[src/hdl/glmi_pkg.sv]
// package for the galvo linear move interpolator
// beat types, codes and constants shared by the core, the step unit and the checker
package glmi_pkg;

    // configuration register indexes
    localparam logic [1:0] CFG_FEED  = 2'd0;
    localparam logic [1:0] CFG_STOP  = 2'd1;
    localparam logic [1:0] CFG_GUIDE = 2'd2;

    // input beat function codes
    localparam logic FUNC_MOVE = 1'b0;
    localparam logic FUNC_TICK = 1'b1;

    // result kinds
    localparam logic [1:0] KIND_NONE  = 2'd0;
    localparam logic [1:0] KIND_JUMP  = 2'd1;
    localparam logic [1:0] KIND_START = 2'd2;
    localparam logic [1:0] KIND_POINT = 2'd3;

    localparam int          UNITS_PER_MM_DEF = 200;
    localparam logic [19:0] DWELL_MAX        = 20'hFFFFF;
    localparam logic [25:0] US_PER_MIN       = 26'd60000000;

    // shared step unit widths
    localparam int UREM_W = 58;
    localparam int USRC_W = 50;
    localparam int UDIV_W = 57;
    localparam int UACC_W = 25;

    typedef struct packed {
        logic        func;
        logic [15:0] start_x;
        logic [15:0] start_y;
        logic [15:0] target_x;
        logic [15:0] target_y;
    } t_in_item;

    typedef struct packed {
        logic [1:0]  kind;
        logic [15:0] pos_x;
        logic [15:0] pos_y;
        logic [19:0] step_dwell;
        logic        laser_enable;
        logic        last;
    } t_out_item;

    typedef enum logic {
        UM_SQRT = 1'b0,
        UM_DIV  = 1'b1
    } t_unit_mode;

    typedef struct packed {
        logic              start;
        t_unit_mode        mode;
        logic [UREM_W-1:0] rem;
        logic [USRC_W-1:0] src;
        logic [UDIV_W-1:0] div;
        logic [4:0]        steps;
    } t_unit_cmd;

    typedef struct packed {
        logic              done;
        logic [UACC_W-1:0] acc;
    } t_unit_stat;

endpackage

[src/hdl/glmi_shsub.sv]
// shared shift and subtract unit: restoring square root or restoring division
// one result bit per cycle; depends on glmi_pkg
module glmi_shsub import glmi_pkg::*; (
    input  logic       i_clk,
    input  logic       i_rst_n,
    input  t_unit_cmd  i_cmd,
    output t_unit_stat o_stat
);

    logic              r_busy;
    logic              r_done;
    logic [4:0]        r_cnt;
    t_unit_mode        r_mode;
    logic [UREM_W-1:0] r_rem;
    logic [USRC_W-1:0] r_src;
    logic [UDIV_W-1:0] r_div;
    logic [UACC_W-1:0] r_acc;

    logic [UREM_W-1:0] cand;
    logic [UREM_W-1:0] trial;
    logic              ge;

    // one compare and subtract step
    always_comb begin
        unique case (r_mode)
            UM_SQRT: begin
                cand  = {r_rem[UREM_W-3:0], r_src[USRC_W-1 -: 2]};
                trial = {{(UREM_W-UACC_W-2){1'b0}}, r_acc, 2'b01};
            end
            UM_DIV: begin
                cand  = {r_rem[UREM_W-2:0], r_src[USRC_W-1]};
                trial = {{(UREM_W-UDIV_W){1'b0}}, r_div};
            end
            default: begin
                cand  = '0;
                trial = '0;
            end
        endcase
        ge = (cand >= trial);
    end

    // control
    always_ff @(posedge i_clk) begin
        if (!i_rst_n) begin
            r_busy <= 1'b0;
            r_done <= 1'b0;
            r_cnt  <= '0;
        end else begin
            r_done <= 1'b0;
            if (i_cmd.start) begin
                r_busy <= 1'b1;
                r_cnt  <= i_cmd.steps;
            end else if (r_busy) begin
                r_cnt <= r_cnt - 5'd1;
                if (r_cnt == 5'd1) begin
                    r_busy <= 1'b0;
                    r_done <= 1'b1;
                end
            end
        end
    end

    // datapath
    always_ff @(posedge i_clk) begin
        if (i_cmd.start) begin
            r_mode <= i_cmd.mode;
            r_rem  <= i_cmd.rem;
            r_src  <= i_cmd.src;
            r_div  <= i_cmd.div;
            r_acc  <= '0;
        end else if (r_busy) begin
            r_rem <= ge ? (cand - trial) : cand;
            r_acc <= {r_acc[UACC_W-2:0], ge};
            if (r_mode == UM_SQRT) begin
                r_src <= {r_src[USRC_W-3:0], 2'b00};
            end else begin
                r_src <= {r_src[USRC_W-2:0], 1'b0};
            end
        end
    end

    assign o_stat.done = r_done;
    assign o_stat.acc  = r_acc;

endmodule

[src/hdl/galvo_linear_move_interpolator.sv]
// galvo linear move interpolator top level: sequencer, move state and beat registers
// depends on glmi_pkg and glmi_shsub
//
// usage
//   input channel: i_in_valid / o_in_stall / i_in_data. a move beat (func 0) carries
//   start and target; a tick beat (func 1) asks for the next path point.
//   output channel: o_out_valid / i_out_stall / o_out_data, at most one beat per input.
//   config: i_cfg_we / i_cfg_idx / i_cfg_data, written while the block is idle.
//   a timed move runs the multiplies, the square root, the setup and multiply steps,
//   the division and the output load; a saturated dwell skips the division; no motion
//   or a jump goes from the square root to the output load. a path point takes two
//   rounds of multiply and division, then the output load; the final point goes
//   straight to the output load. an idle tick gives no beat and the block stays ready.
//   the next input beat can be taken in the cycle after the result is loaded.
//   the shared shift and subtract unit makes one result bit a cycle.
//   one beat is worked on at a time: o_in_stall is high until its result is loaded
//   into the output register. a waiting output beat does not block the next input
//   beat; a new result waits until the output register is free.
//   reset clears the config registers, the move state and the output valid.
//   while the receiver stalls, the output beat holds.
module galvo_linear_move_interpolator import glmi_pkg::*; #(
    parameter int UNITS_PER_MM = UNITS_PER_MM_DEF
) (
    input  logic      i_clk,
    input  logic      i_rst_n,
    input  logic      i_in_valid,
    output logic      o_in_stall,
    input  t_in_item  i_in_data,
    output logic      o_out_valid,
    input  logic      i_out_stall,
    output t_out_item o_out_data,
    input  logic      i_cfg_we,
    input  logic [1:0] i_cfg_idx,
    input  logic [15:0] i_cfg_data
);

    localparam logic [15:0] UPM = UNITS_PER_MM[15:0];

    typedef enum logic [15:0] {
        S_IDLE = 16'h0001,
        S_SQX  = 16'h0002,
        S_SQY  = 16'h0004,
        S_SQS  = 16'h0008,
        S_ROOT = 16'h0010,
        S_CLS  = 16'h0020,
        S_M2   = 16'h0040,
        S_M3   = 16'h0080,
        S_M4   = 16'h0100,
        S_CHK  = 16'h0200,
        S_DIV  = 16'h0400,
        S_PX   = 16'h0800,
        S_PM   = 16'h1000,
        S_PSUM = 16'h2000,
        S_PDIV = 16'h4000,
        S_OUT  = 16'h8000
    } t_state;

    t_state r_state, n_state;

    logic [15:0] r_feed;
    logic        r_stop;
    logic        r_guide;
    logic [15:0] r_ox, r_oy;
    logic signed [16:0] r_dx, r_dy;
    logic [16:0] r_cnt, n_cnt;
    logic [16:0] r_idx, n_idx;
    logic        r_active, n_active;
    logic        r_laser;
    logic        r_axis, n_axis;
    logic [15:0] r_px, n_px;
    logic signed [59:0] r_p;
    logic [32:0] r_sq;
    logic [24:0] r_dist;
    logic [50:0] r_num;
    logic [56:0] r_den;
    logic signed [34:0] r_t;
    t_out_item   r_res, n_res;
    logic        r_ovalid;
    t_out_item   r_odata;

    logic signed [33:0] mul_a;
    logic [25:0]        mul_b;
    logic [16:0]        abs_dx, abs_dy;
    logic [16:0]        steps;
    logic [16:0]        idx_inc;
    logic [15:0]        end_x, end_y;
    logic signed [39:0] tnum;
    logic [39:0]        tnum_c;
    logic               out_free;
    t_unit_cmd          ucmd;
    t_unit_stat         ustat;

    glmi_shsub u_shsub (
        .i_clk  (i_clk),
        .i_rst_n(i_rst_n),
        .i_cmd  (ucmd),
        .o_stat (ustat)
    );

    assign abs_dx  = r_dx[16] ? 17'(-r_dx) : 17'(r_dx);
    assign abs_dy  = r_dy[16] ? 17'(-r_dy) : 17'(r_dy);
    assign steps   = (r_dist[24:8] == 17'd0) ? 17'd1 : r_dist[24:8];
    assign idx_inc = r_idx + 17'd1;
    assign end_x   = r_ox + r_dx[15:0];
    assign end_y   = r_oy + r_dy[15:0];
    // delta times index is signed, so both terms are sign extended
    assign tnum    = 40'(({{5{r_t[34]}}, r_t} + {{5{r_p[34]}}, r_p[34:0]}) <<< 1)
                   + 40'(signed'({23'b0, r_cnt}));
    assign tnum_c  = tnum[39] ? 40'd0 : 40'(tnum);
    assign out_free = !r_ovalid || !i_out_stall;

    // shared multiplier operand select
    always_comb begin
        mul_a = '0;
        mul_b = '0;
        unique case (r_state)
            S_SQX:  begin mul_a = 34'(abs_dx); mul_b = 26'(abs_dx); end
            S_SQY:  begin mul_a = 34'(abs_dy); mul_b = 26'(abs_dy); end
            S_CLS:  begin mul_a = 34'(US_PER_MIN); mul_b = 26'(r_dist); end
            S_M2:   begin mul_a = 34'(UPM); mul_b = 26'(r_cnt); end
            S_M3:   begin mul_a = 34'(r_p[32:0]); mul_b = 26'(r_feed); end
            S_PX:   begin mul_a = 34'(r_axis ? r_oy : r_ox); mul_b = 26'(r_cnt); end
            S_PM:   begin
                mul_a = r_axis ? 34'(signed'(r_dy)) : 34'(signed'(r_dx));
                mul_b = 26'(r_idx);
            end
            default: begin mul_a = '0; mul_b = '0; end
        endcase
    end

    // sequencer
    always_comb begin
        n_state  = r_state;
        n_cnt    = r_cnt;
        n_idx    = r_idx;
        n_active = r_active;
        n_axis   = r_axis;
        n_px     = r_px;
        n_res    = r_res;
        ucmd     = '0;
        unique case (r_state)
            S_IDLE: begin
                if (i_in_valid) begin
                    if (i_in_data.func == FUNC_MOVE) begin
                        n_active = 1'b0;
                        n_state  = S_SQX;
                    end else if (r_active && r_cnt != 17'd0) begin
                        n_idx = idx_inc;
                        if (idx_inc >= r_cnt) begin
                            n_active = 1'b0;
                            n_res    = '{kind: KIND_POINT, pos_x: end_x, pos_y: end_y,
                                         step_dwell: '0, laser_enable: 1'b0, last: 1'b1};
                            n_state  = S_OUT;
                        end else begin
                            n_axis  = 1'b0;
                            n_state = S_PX;
                        end
                    end
                end
            end
            S_SQX: n_state = S_SQY;
            S_SQY: n_state = S_SQS;
            S_SQS: begin
                ucmd.start = 1'b1;
                ucmd.mode  = UM_SQRT;
                ucmd.src   = {(34'(r_sq) + 34'(r_p[32:0])), 16'b0};
                ucmd.steps = 5'd25;
                n_state    = S_ROOT;
            end
            S_ROOT: if (ustat.done) n_state = S_CLS;
            S_CLS: begin
                if (r_dist < 25'd128) begin
                    n_res   = '{kind: KIND_NONE, pos_x: end_x, pos_y: end_y,
                                step_dwell: '0, laser_enable: r_laser, last: 1'b0};
                    n_state = S_OUT;
                end else if (r_feed == 16'd0) begin
                    n_res   = '{kind: KIND_JUMP, pos_x: end_x, pos_y: end_y,
                                step_dwell: '0, laser_enable: r_laser, last: 1'b1};
                    n_state = S_OUT;
                end else begin
                    n_cnt   = steps;
                    n_idx   = '0;
                    n_state = S_M2;
                end
            end
            S_M2: n_state = S_M3;
            S_M3: n_state = S_M4;
            S_M4: n_state = S_CHK;
            S_CHK: begin
                if (57'(r_num[50:20]) >= r_den) begin
                    n_active = 1'b1;
                    n_res    = '{kind: KIND_START, pos_x: r_ox, pos_y: r_oy,
                                 step_dwell: DWELL_MAX, laser_enable: r_laser, last: 1'b0};
                    n_state  = S_OUT;
                end else begin
                    ucmd.start = 1'b1;
                    ucmd.mode  = UM_DIV;
                    ucmd.rem   = 58'(r_num[50:20]);
                    ucmd.src   = {r_num[19:0], 30'b0};
                    ucmd.div   = r_den;
                    ucmd.steps = 5'd20;
                    n_state    = S_DIV;
                end
            end
            S_DIV: begin
                if (ustat.done) begin
                    n_active = 1'b1;
                    n_res    = '{kind: KIND_START, pos_x: r_ox, pos_y: r_oy,
                                 step_dwell: (ustat.acc[19:0] == 20'd0) ? 20'd1
                                                                         : ustat.acc[19:0],
                                 laser_enable: r_laser, last: 1'b0};
                    n_state  = S_OUT;
                end
            end
            S_PX: n_state = S_PM;
            S_PM: n_state = S_PSUM;
            S_PSUM: begin
                ucmd.start = 1'b1;
                ucmd.mode  = UM_DIV;
                ucmd.rem   = 58'(tnum_c[39:17]);
                ucmd.src   = {tnum_c[16:0], 33'b0};
                ucmd.div   = 57'({r_cnt, 1'b0});
                ucmd.steps = 5'd17;
                n_state    = S_PDIV;
            end
            S_PDIV: begin
                if (ustat.done) begin
                    if (!r_axis) begin
                        n_px    = ustat.acc[15:0];
                        n_axis  = 1'b1;
                        n_state = S_PX;
                    end else begin
                        n_res   = '{kind: KIND_POINT, pos_x: r_px, pos_y: ustat.acc[15:0],
                                    step_dwell: '0, laser_enable: 1'b0, last: 1'b0};
                        n_state = S_OUT;
                    end
                end
            end
            S_OUT: if (out_free) n_state = S_IDLE;
            default: n_state = S_IDLE;
        endcase
    end

    // control registers
    always_ff @(posedge i_clk) begin
        if (!i_rst_n) begin
            r_state  <= S_IDLE;
            r_feed   <= '0;
            r_stop   <= 1'b0;
            r_guide  <= 1'b0;
            r_ox     <= '0;
            r_oy     <= '0;
            r_dx     <= '0;
            r_dy     <= '0;
            r_cnt    <= '0;
            r_idx    <= '0;
            r_active <= 1'b0;
            r_axis   <= 1'b0;
            r_ovalid <= 1'b0;
        end else begin
            r_state  <= n_state;
            r_cnt    <= n_cnt;
            r_idx    <= n_idx;
            r_active <= n_active;
            r_axis   <= n_axis;
            // config writes
            if (i_cfg_we) begin
                unique case (i_cfg_idx)
                    CFG_FEED:  r_feed  <= i_cfg_data;
                    CFG_STOP:  r_stop  <= i_cfg_data[0];
                    CFG_GUIDE: r_guide <= i_cfg_data[0];
                    default:   ;
                endcase
            end
            // move beat latches start and delta
            if (r_state == S_IDLE && i_in_valid && i_in_data.func == FUNC_MOVE) begin
                r_ox <= i_in_data.start_x;
                r_oy <= i_in_data.start_y;
                r_dx <= 17'({1'b0, i_in_data.target_x}) - 17'({1'b0, i_in_data.start_x});
                r_dy <= 17'({1'b0, i_in_data.target_y}) - 17'({1'b0, i_in_data.start_y});
            end
            // output register
            if (r_state == S_OUT && out_free) begin
                r_ovalid <= 1'b1;
            end else if (!i_out_stall) begin
                r_ovalid <= 1'b0;
            end
        end
    end

    // datapath registers
    always_ff @(posedge i_clk) begin
        r_p   <= 60'(mul_a * $signed({1'b0, mul_b}));
        r_px  <= n_px;
        r_res <= n_res;
        if (r_state == S_IDLE) r_laser <= !r_stop && !r_guide;
        if (r_state == S_SQY)  r_sq    <= r_p[32:0];
        if (r_state == S_ROOT && ustat.done) r_dist <= ustat.acc;
        if (r_state == S_M2)   r_num   <= r_p[50:0];
        if (r_state == S_M4)   r_den   <= {r_p[48:0], 8'b0};
        if (r_state == S_PM)   r_t     <= r_p[34:0];
        if (r_state == S_OUT && out_free) r_odata <= r_res;
    end

    assign o_in_stall  = (r_state != S_IDLE);
    assign o_out_valid = r_ovalid;
    assign o_out_data  = r_odata;

endmodule

[config.mk]
export PLATFORM = sky130hd
export DESIGN_NAME = galvo_linear_move_interpolator
export DESIGN_NICKNAME = d
export VERILOG_FILES = /design/src/hdl/glmi_pkg.sv /design/src/hdl/glmi_shsub.sv /design/src/hdl/galvo_linear_move_interpolator.sv
export SDC_FILE = /design/constraint.sdc
export NUM_CORES = 2
export LEC_CHECK = 0
export ABC_AREA = 1
export BUFFER_PORTS_ARGS = -buffer_cell sky130_fd_sc_hd__buf_2
export CORE_MARGIN = 3
export CORE_UTILIZATION = 44
export DETAILED_ROUTE_END_ITERATION = 16
export HOLD_SLACK_MARGIN = 0.12
export PLACE_DENSITY = 0.74
export SYNTH_ARGS = -nofsm -noshare
export SYNTH_HDL_FRONTEND = slang
export SYNTH_SLANG_ARGS = --single-unit
[constraint.sdc]
create_clock -name i_clk -period 7.65 [get_ports i_clk]
set_input_delay 1.1475 -clock i_clk [delete_from_list [all_inputs] [get_ports i_clk]]
set_output_delay 1.1475 -clock i_clk [all_outputs]
set_load 0.01 [all_outputs]
* Word level (Yosys, flattened, before mapping)
Cells that the tools add are included.
** Storage, ports and cells
- Output and inout port bits :: 58
- Word-level logic and storage cells :: 208
- Register bits after elaboration :: 707
** Operators by class
- Add/subtract/negate cells :: 12
- Mux-type cells :: 73
- Equality and inequality tests :: 37
- Magnitude comparators :: 4
- Multipliers :: 1
- Reduce and logical (&&, ||, !) cells :: 33
- Bitwise logic cells :: 7
** Operators by type and width (count)
- 56-bit two-way mux :: 10
- 56-bit one-hot mux with 5 select lines :: 1
- 16-bit one-hot mux with 16 select lines :: 1
- 34-bit one-hot mux with 7 select lines :: 1
- 58-bit one-hot mux with 2 select lines :: 2
- 57-bit one-hot mux with 2 select lines :: 2
- 16-bit two-way mux :: 13
- 172-bit two-way mux :: 1
- 57-bit two-way mux :: 3
- 50-bit two-way mux :: 3
- 25-bit one-hot mux with 6 select lines :: 1
- 50-bit one-hot mux with 3 select lines :: 1
- 17-bit two-way mux :: 8
- 58-bit greater-or-equal comparator :: 1
- 31-bit by 57-bit greater-or-equal comparator with 1-bit output :: 1
- 57-bit subtractor :: 1
- 34-bit by 26-bit multiplier with 51-bit output :: 1
- 39-bit two-way mux :: 1
- 37-bit by 18-bit adder with 38-bit output :: 1
- 35-bit by 35-bit adder with 36-bit output :: 1
- 33-bit by 33-bit adder with 34-bit output :: 1
- 34-bit two-way mux :: 1
- 17-bit negation :: 2
- 17-bit one-hot mux with 2 select lines :: 1
- 54 further kinds :: 108

* Logic depth before layout (Yosys ltp)
- Depth in word-level cells :: 7
- Mapped depth :: 45

* Cells and area by module
Synthesis repeated with hierarchy kept, for this count alone.
** Unflattened totals
- Cell total of the unflattened synthesis :: 9056
- Area, all modules :: 71593.7 um^2
** Modules (own cells, without submodules)
- galvo_linear_move_interpolator :: instances 1, area each 56441.6 um^2, cells an instance 6805, sequential area each 13432.9 um^2
- glmi_shsub :: instances 1, area each 15152.0 um^2, cells an instance 2251, sequential area each 5595.4 um^2

* Worst setup path before layout
No wires, ideal clock.
- Kind :: register to register
- From :: register r_state[10]
- To :: register r_p[37]
- Arrival time :: 7828 ps
- Path buffers :: 1
- Library setup time :: 72 ps
- Cell stages (with the launch flop) :: 38
- Data required time :: 7578 ps
- Path slack :: -249 ps
- Cell sequence :: dfxtp_1 -> nor2_1 -> nand2_2 -> nor2_4 -> nand2_2 -> inv_1 -> nand4_1 -> inv_2 -> o21ai_0 -> a21oi_1 -> a31oi_1 -> and2_1 -> inv_2 -> buf_2 -> nand2_1 -> fa_1 -> inv_1 -> fa_1 -> [2 not listed] -> fa_1 -> inv_1 -> fa_1 -> fa_1 -> inv_1 -> fa_1 -> inv_1 -> ha_1 -> nand2_1 -> nor2_1 -> inv_1 -> nor2_1 -> and3_1 -> a21oi_1 -> o31ai_1 -> a21boi_0 -> o21ai_0 -> xor2_1
** On the way
- Word-level cells in the longest chain between the ends :: 4
- Elaborated cells on any way between the ends :: 11
- Those cells by class :: mul: 1; eq/ne: 7; mux: 2; reduce/logical: 1
** Ends and longest elaborated chain
- start, declared :: line galvo_linear_move_interpolator.sv:58 : t_state r_state, n_state;
- start signal, assigned :: line galvo_linear_move_interpolator.sv:261 : r_state <= n_state;
- 16-bit by 7-bit == test with 1-bit output / 16-bit by 12-bit == test with 1-bit output (equally long branches) :: line galvo_linear_move_interpolator.sv:116 : unique case (r_state)
- 2-bit OR reduction (no line)
- 25-bit one-hot mux with 6 select lines :: line galvo_linear_move_interpolator.sv:116
- 34-bit by 26-bit multiplier with 51-bit output * :: line galvo_linear_move_interpolator.sv:293 : r_p <= 60'(mul_a * $signed({1'b0, mul_b}));
- end signal, assigned :: line galvo_linear_move_interpolator.sv:293
- end, declared :: line galvo_linear_move_interpolator.sv:71 : logic signed [59:0] r_p;
Every way passes the cells marked *; elsewhere a longest branch is shown, timed or not.
A chain may end at the register's enable or synchronous reset.

* Worst setup path after layout
- From :: register r_dx[1]
- To :: register r_p[40]
** On the way
- Word-level cells in the longest chain between the ends :: 4
- Elaborated cells on any way between the ends :: 6
- Those cells by class :: add/sub: 1; mul: 1; mux: 4
** Ends and longest elaborated chain
- start, declared :: line galvo_linear_move_interpolator.sv:64 : logic signed [16:0] r_dx, r_dy;
- start signal, assigned :: line galvo_linear_move_interpolator.sv:279 : r_dx <= 17'({1'b0, i_in_data.target_x}) - 17'({1'b0, i_in_data.start_x});
- 17-bit negation :: line galvo_linear_move_interpolator.sv:100 : assign abs_dx = r_dx[16] ? 17'(-r_dx) : 17'(r_dx);
- 17-bit two-way mux :: line galvo_linear_move_interpolator.sv:100
- 34-bit one-hot mux with 7 select lines / 25-bit one-hot mux with 6 select lines (equally long branches) :: line galvo_linear_move_interpolator.sv:116
- 34-bit by 26-bit multiplier with 51-bit output * :: line galvo_linear_move_interpolator.sv:293
Marked as above.

==> summary.txt <==
Clock tree
  • TritonCTS buffer count: between 80 and 90
  • Post-CTS clock slew at the launch and capture registers of the worst setup and hold paths: ~0.06 ns
  • H-Tree Level Count: 3
  • Clock tree root driver cell: clkbuf_16
  • Clock tree from TritonCTS: yes
  • Clk_lat worst skew: 0.72 ns
  • Hold_buf cts: 0
  • CTS Sinks: 690
  • Max Root-Sink Buffers: 3

Min path
  • Hold WC Path Type: flop to flop

Run status
  • Outcome: finished with violations
  • Failing checks: setup timing

STA
  • Share of the clock period used by the worst path: 1.088
  • Final setup violation count: 31
  • Tmin final: 8.323 ns
  • Peak Freq: approximately 0.12 GHz
  • Least-Margin Pin Slew: 1.188 ns
  • Final slew viol count: 0
  • Final hold slack: ~0.42 ns
  • Crit path setup slack, layout: -0.6726 ns
  • RSZ-0062 raised after global routing: true
  • Headroom to the max-slew limit: 0.2018
  • TNS Setup: -12.06 ns
  • Final clock skew: 0.09153 ns
  • Count of endpoints failing hold in the final timing report: 0

Route
  • Total routed wirelength: between 200 and 300 mm
  • Residual DRC: 0
  • Number of iterations in the first detailed-routing pass: 6
  • Via density per instance: 5.397
  • Vias: 61620
  • Remaining antenna violation count: 0
  • Number of DRC markers after the initial detailed-route iteration: 6679
  • Wire per inst: 22.88 microns

Synthesis
  • Number of library cell types mapped by synthesis: 81
  • Most area-consuming cells after synthesis: fa_1, edfxtp_1, inv_1
  • Primary FF master, synth: edfxtp_1
  • #FFs+latches synth: 690
  • Cell type with the largest total area after synthesis: fa_1
  • Number of enable flip-flop cells after synthesis: 470
  • Most used standard cell by instance count after synthesis: inv_1
  • Post-synth top area share: 0.2272
  • Cells after Synth: around 8300
  • Synth top cells by count: inv_1, nand2_1, fa_1
  • Share of the yosys chip area belonging to registers: 0.2694
  • Post-Synthesis Mean Instance Area: 8.268 sq um
  • Yosys warnings: 0
  • Fraction of synthesis flops using an asynchronous set or reset pin: 0
  • Netlist area before placement: 68730 sq um

Setup path
  • Longest individual stage delay on the worst path: roughly 0.57 ns
  • Register-to-Register Setup Slack: -0.67 ns
  • Standard cell with the maximum stage delay on the critical path: fa_2
  • Worst Path Required: around 8.2 ns
  • Endpoint kind of the worst setup timing path: flop
  • CP max FO: 4
  • Nature of the critical path startpoint: flop
  • Path type of the worst setup path: flop to flop
  • Arrival time reported for the critical path endpoint: 8.85 ns

Placement
  • Placed wire-length estimate: approximately 220 mm
  • Final Wtd Congestion: 1.045
  • Setup slack at placement: -1.481 ns
  • Number of placed instances with taps included: 11180
  • Port Buffer Count: approximately 150

Power and ir drop
  • Leakage power summed over all cells: 0.03992 uW
  • Switching Power: 7376 uW
  • Gate power share: 0.505
  • Part of the power in the clock network: 0.227
  • Switching power as a share of total power: 0.4132
  • Pwr dens: 214.6 nW/um^2
  • Share of total power in sequential cells: 0.267
  • Worst supply voltage drop on vdd: ~0.3 mV
  • Cell-internal power: 10470 uW

Finish
  • Non-filler cells, final: approximately 11000
  • Count of nets after finishing: 10560
  • Number of fillers in the final layout: 14220
  • Proportion of layout cells with a drive suffix above 1: 0.1806
  • Layout overhead on the synthesized area: 21.02%

Floorplanning
  • Full die area: between 150000 and 200000 sq um
  • Floorplan row count: 144
  • Die Width: 401.2 microns
  • Die Y: 401.2 microns
  • Starting density of the core: 0.4446
  • Core area: between 150000 and 200000 sq um
  • I/O pin count: 146

GRT
  • Largest net degree at the start of global routing: between 70 and 80
  • Initial antenna violation count: 18
  • Global-route wire length before repair: 387.1 mm
  • Total track usage: 0.3199
  • Met3 Resource Use GR: 0.06282
  • Busiest layer in global routing: met2
  • Congestion Overflow GR: 0
  • Global Route met2 Usage: 0.4932
  • Number of global-route vias before repair: 61690
  • Met1 track demand over resource in global routing: 0.4512

Flow run
  • Max-cap violations: 0
cells in the final DEF (no fill, tap or decap), types with 17 or more instances in the layout:
master     Yosys  final
xnor2_1       90     86
nor2_4        11     30
a31oi_1       48     40
nand2_2       36     72
ha_4           0     27
nor4_1        38     35
mux2i_1       25     25
o21ai_1       21     28
nand3b_1      20     20
fa_2           0     30
a21o_1        24     24
buf_12         0     42
o21ai_0      392    363
nand2_1     1582   1532
dfxtp_1      220    218
o21ai_2        2     19
conb_1         2    156
a21oi_1      496    451
buf_2         88    145
nor2_1       737    698
fa_1         780    750
nor3_1        61     49
o221ai_1      19     17
inv_1       1755   1684
a22oi_1       17     17
nand4_1      110    110
clkbuf_16      0     83
o211ai_1      48     48
nand3_2       16     26
or2_2         31     31
nor2_2        35     55
buf_4         12    726
buf_6          4     48
inv_2         58    111
ha_1         394    365
nand3_1      209    195
o22ai_1       39     37
xor2_1       136    136
edfxtp_1     470    470
a21oi_2        2     39
power by group through the flow:
stage,Combinational (uW),Sequential [uW],Clock (uW)
2_1_floorplan,4470,4780,0
3_3_place_gp,7630,4830,0
3_5_place_dp,7710,4830,0
4_1_cts,8480,4760,4100
5_1_grt,9840,4800,4260
6_report,9020,4770,4060
flip-flops by register name, indices dropped and copies added, names as in the netlist, 33 cells and up:
signal         cells
r_den             49
r_t               35
o_out_data        56
u_shsub.r_src     34
r_num             51
u_shsub.r_rem     57
r_res             56
r_p               51
r_sq              33
u_shsub.r_div     56
logic make-up (layout without fill, tap and decap cells):
| logic type | after synthesis | after routing | synth area share |
|---|---|---|---|
| xor gates and xnor gates | 226 | 226 | 0.02880 |
| AOI/OAI and AO/OA | 1227 | 1227 | 0.1026 |
| muxes | 25 | 25 | 0.003641 |
| adders and majority gates | 1174 | 1174 | 0.2989 |
| buffers and inverters | 2037 | 2938 | 0.1143 |
| and+or+nand+nor | 2931 | 2931 | 0.1822 |
| other | 2 | 162 | 0.0001093 |
| DFF | 690 | 690 | 0.2694 |
worst paths after layout:
| path | cells past startpoint | from | endpoint |
|---|---|---|---|
| min | 0 | r_res[43] | o_out_data[43] |
| min reg2reg | 0 | r_res[43] | o_out_data[43] |
| max reg2reg | 43 | r_dx[1] | r_p[40] |
| max | 43 | r_dx[1] | r_p[40] |
metrics by stage:
step / cell area [sq um] / utilization / power (uW)
2_1_floorplan: 69370 / - / 9254
3_3_place_gp: 77630 / 0.5021 / 12460
3_5_place_dp: 77630 / 0.5021 / 12540
4_1_cts: 82420 / 0.5332 / 17350
5_1_grt: 83160 / 0.5379 / 18890
6_report: 83170 / 0.5380 / 17850
metal layers:
metal / share of wire / wire [microns] / up-vias
met1: 0.43 / 111500 / 30110
met4: 0.038 / 9931 / 10
met3: 0.098 / 25700 / 475
met2: 0.44 / 114000 / 2932
li1: - / - / 28080
met5: 0.00024 / 62 / -
area by class of cell:
class                   count  area, sq um  area share
multi-input cells        5739        44640      0.5367
flip-flops and latches    690        18520      0.2227
repair buffers            970         7717     0.09279
inverters                1818         6905     0.08302
well taps                2044         2557     0.03075
clock buffers              98         2195     0.02639
clock inverters            52        621.8    0.007476
diodes                      6        15.01   0.0001805
critical path: cells and delay by family, from the launching register on:
family,cells,cell delay (ns)
XOR/XNOR,1,0.13
flip-flops,1,0.33
buffers and inverters,16,1.58
AND/OR/NAND/NOR,10,1.24
adder cells (fa/ha/maj),9,3.96
AO/OA/AOI/OAI,7,0.82
what timing repair did:
action	CTS	global route
buffers inserted	52	28
endpoints found under the setup margin	38	35
endpoints found under the hold margin	0	0
gates cloned	2	0
gates resized for setup	402	134
pin swaps	156	91
Power figures use the tool's default switching activity.
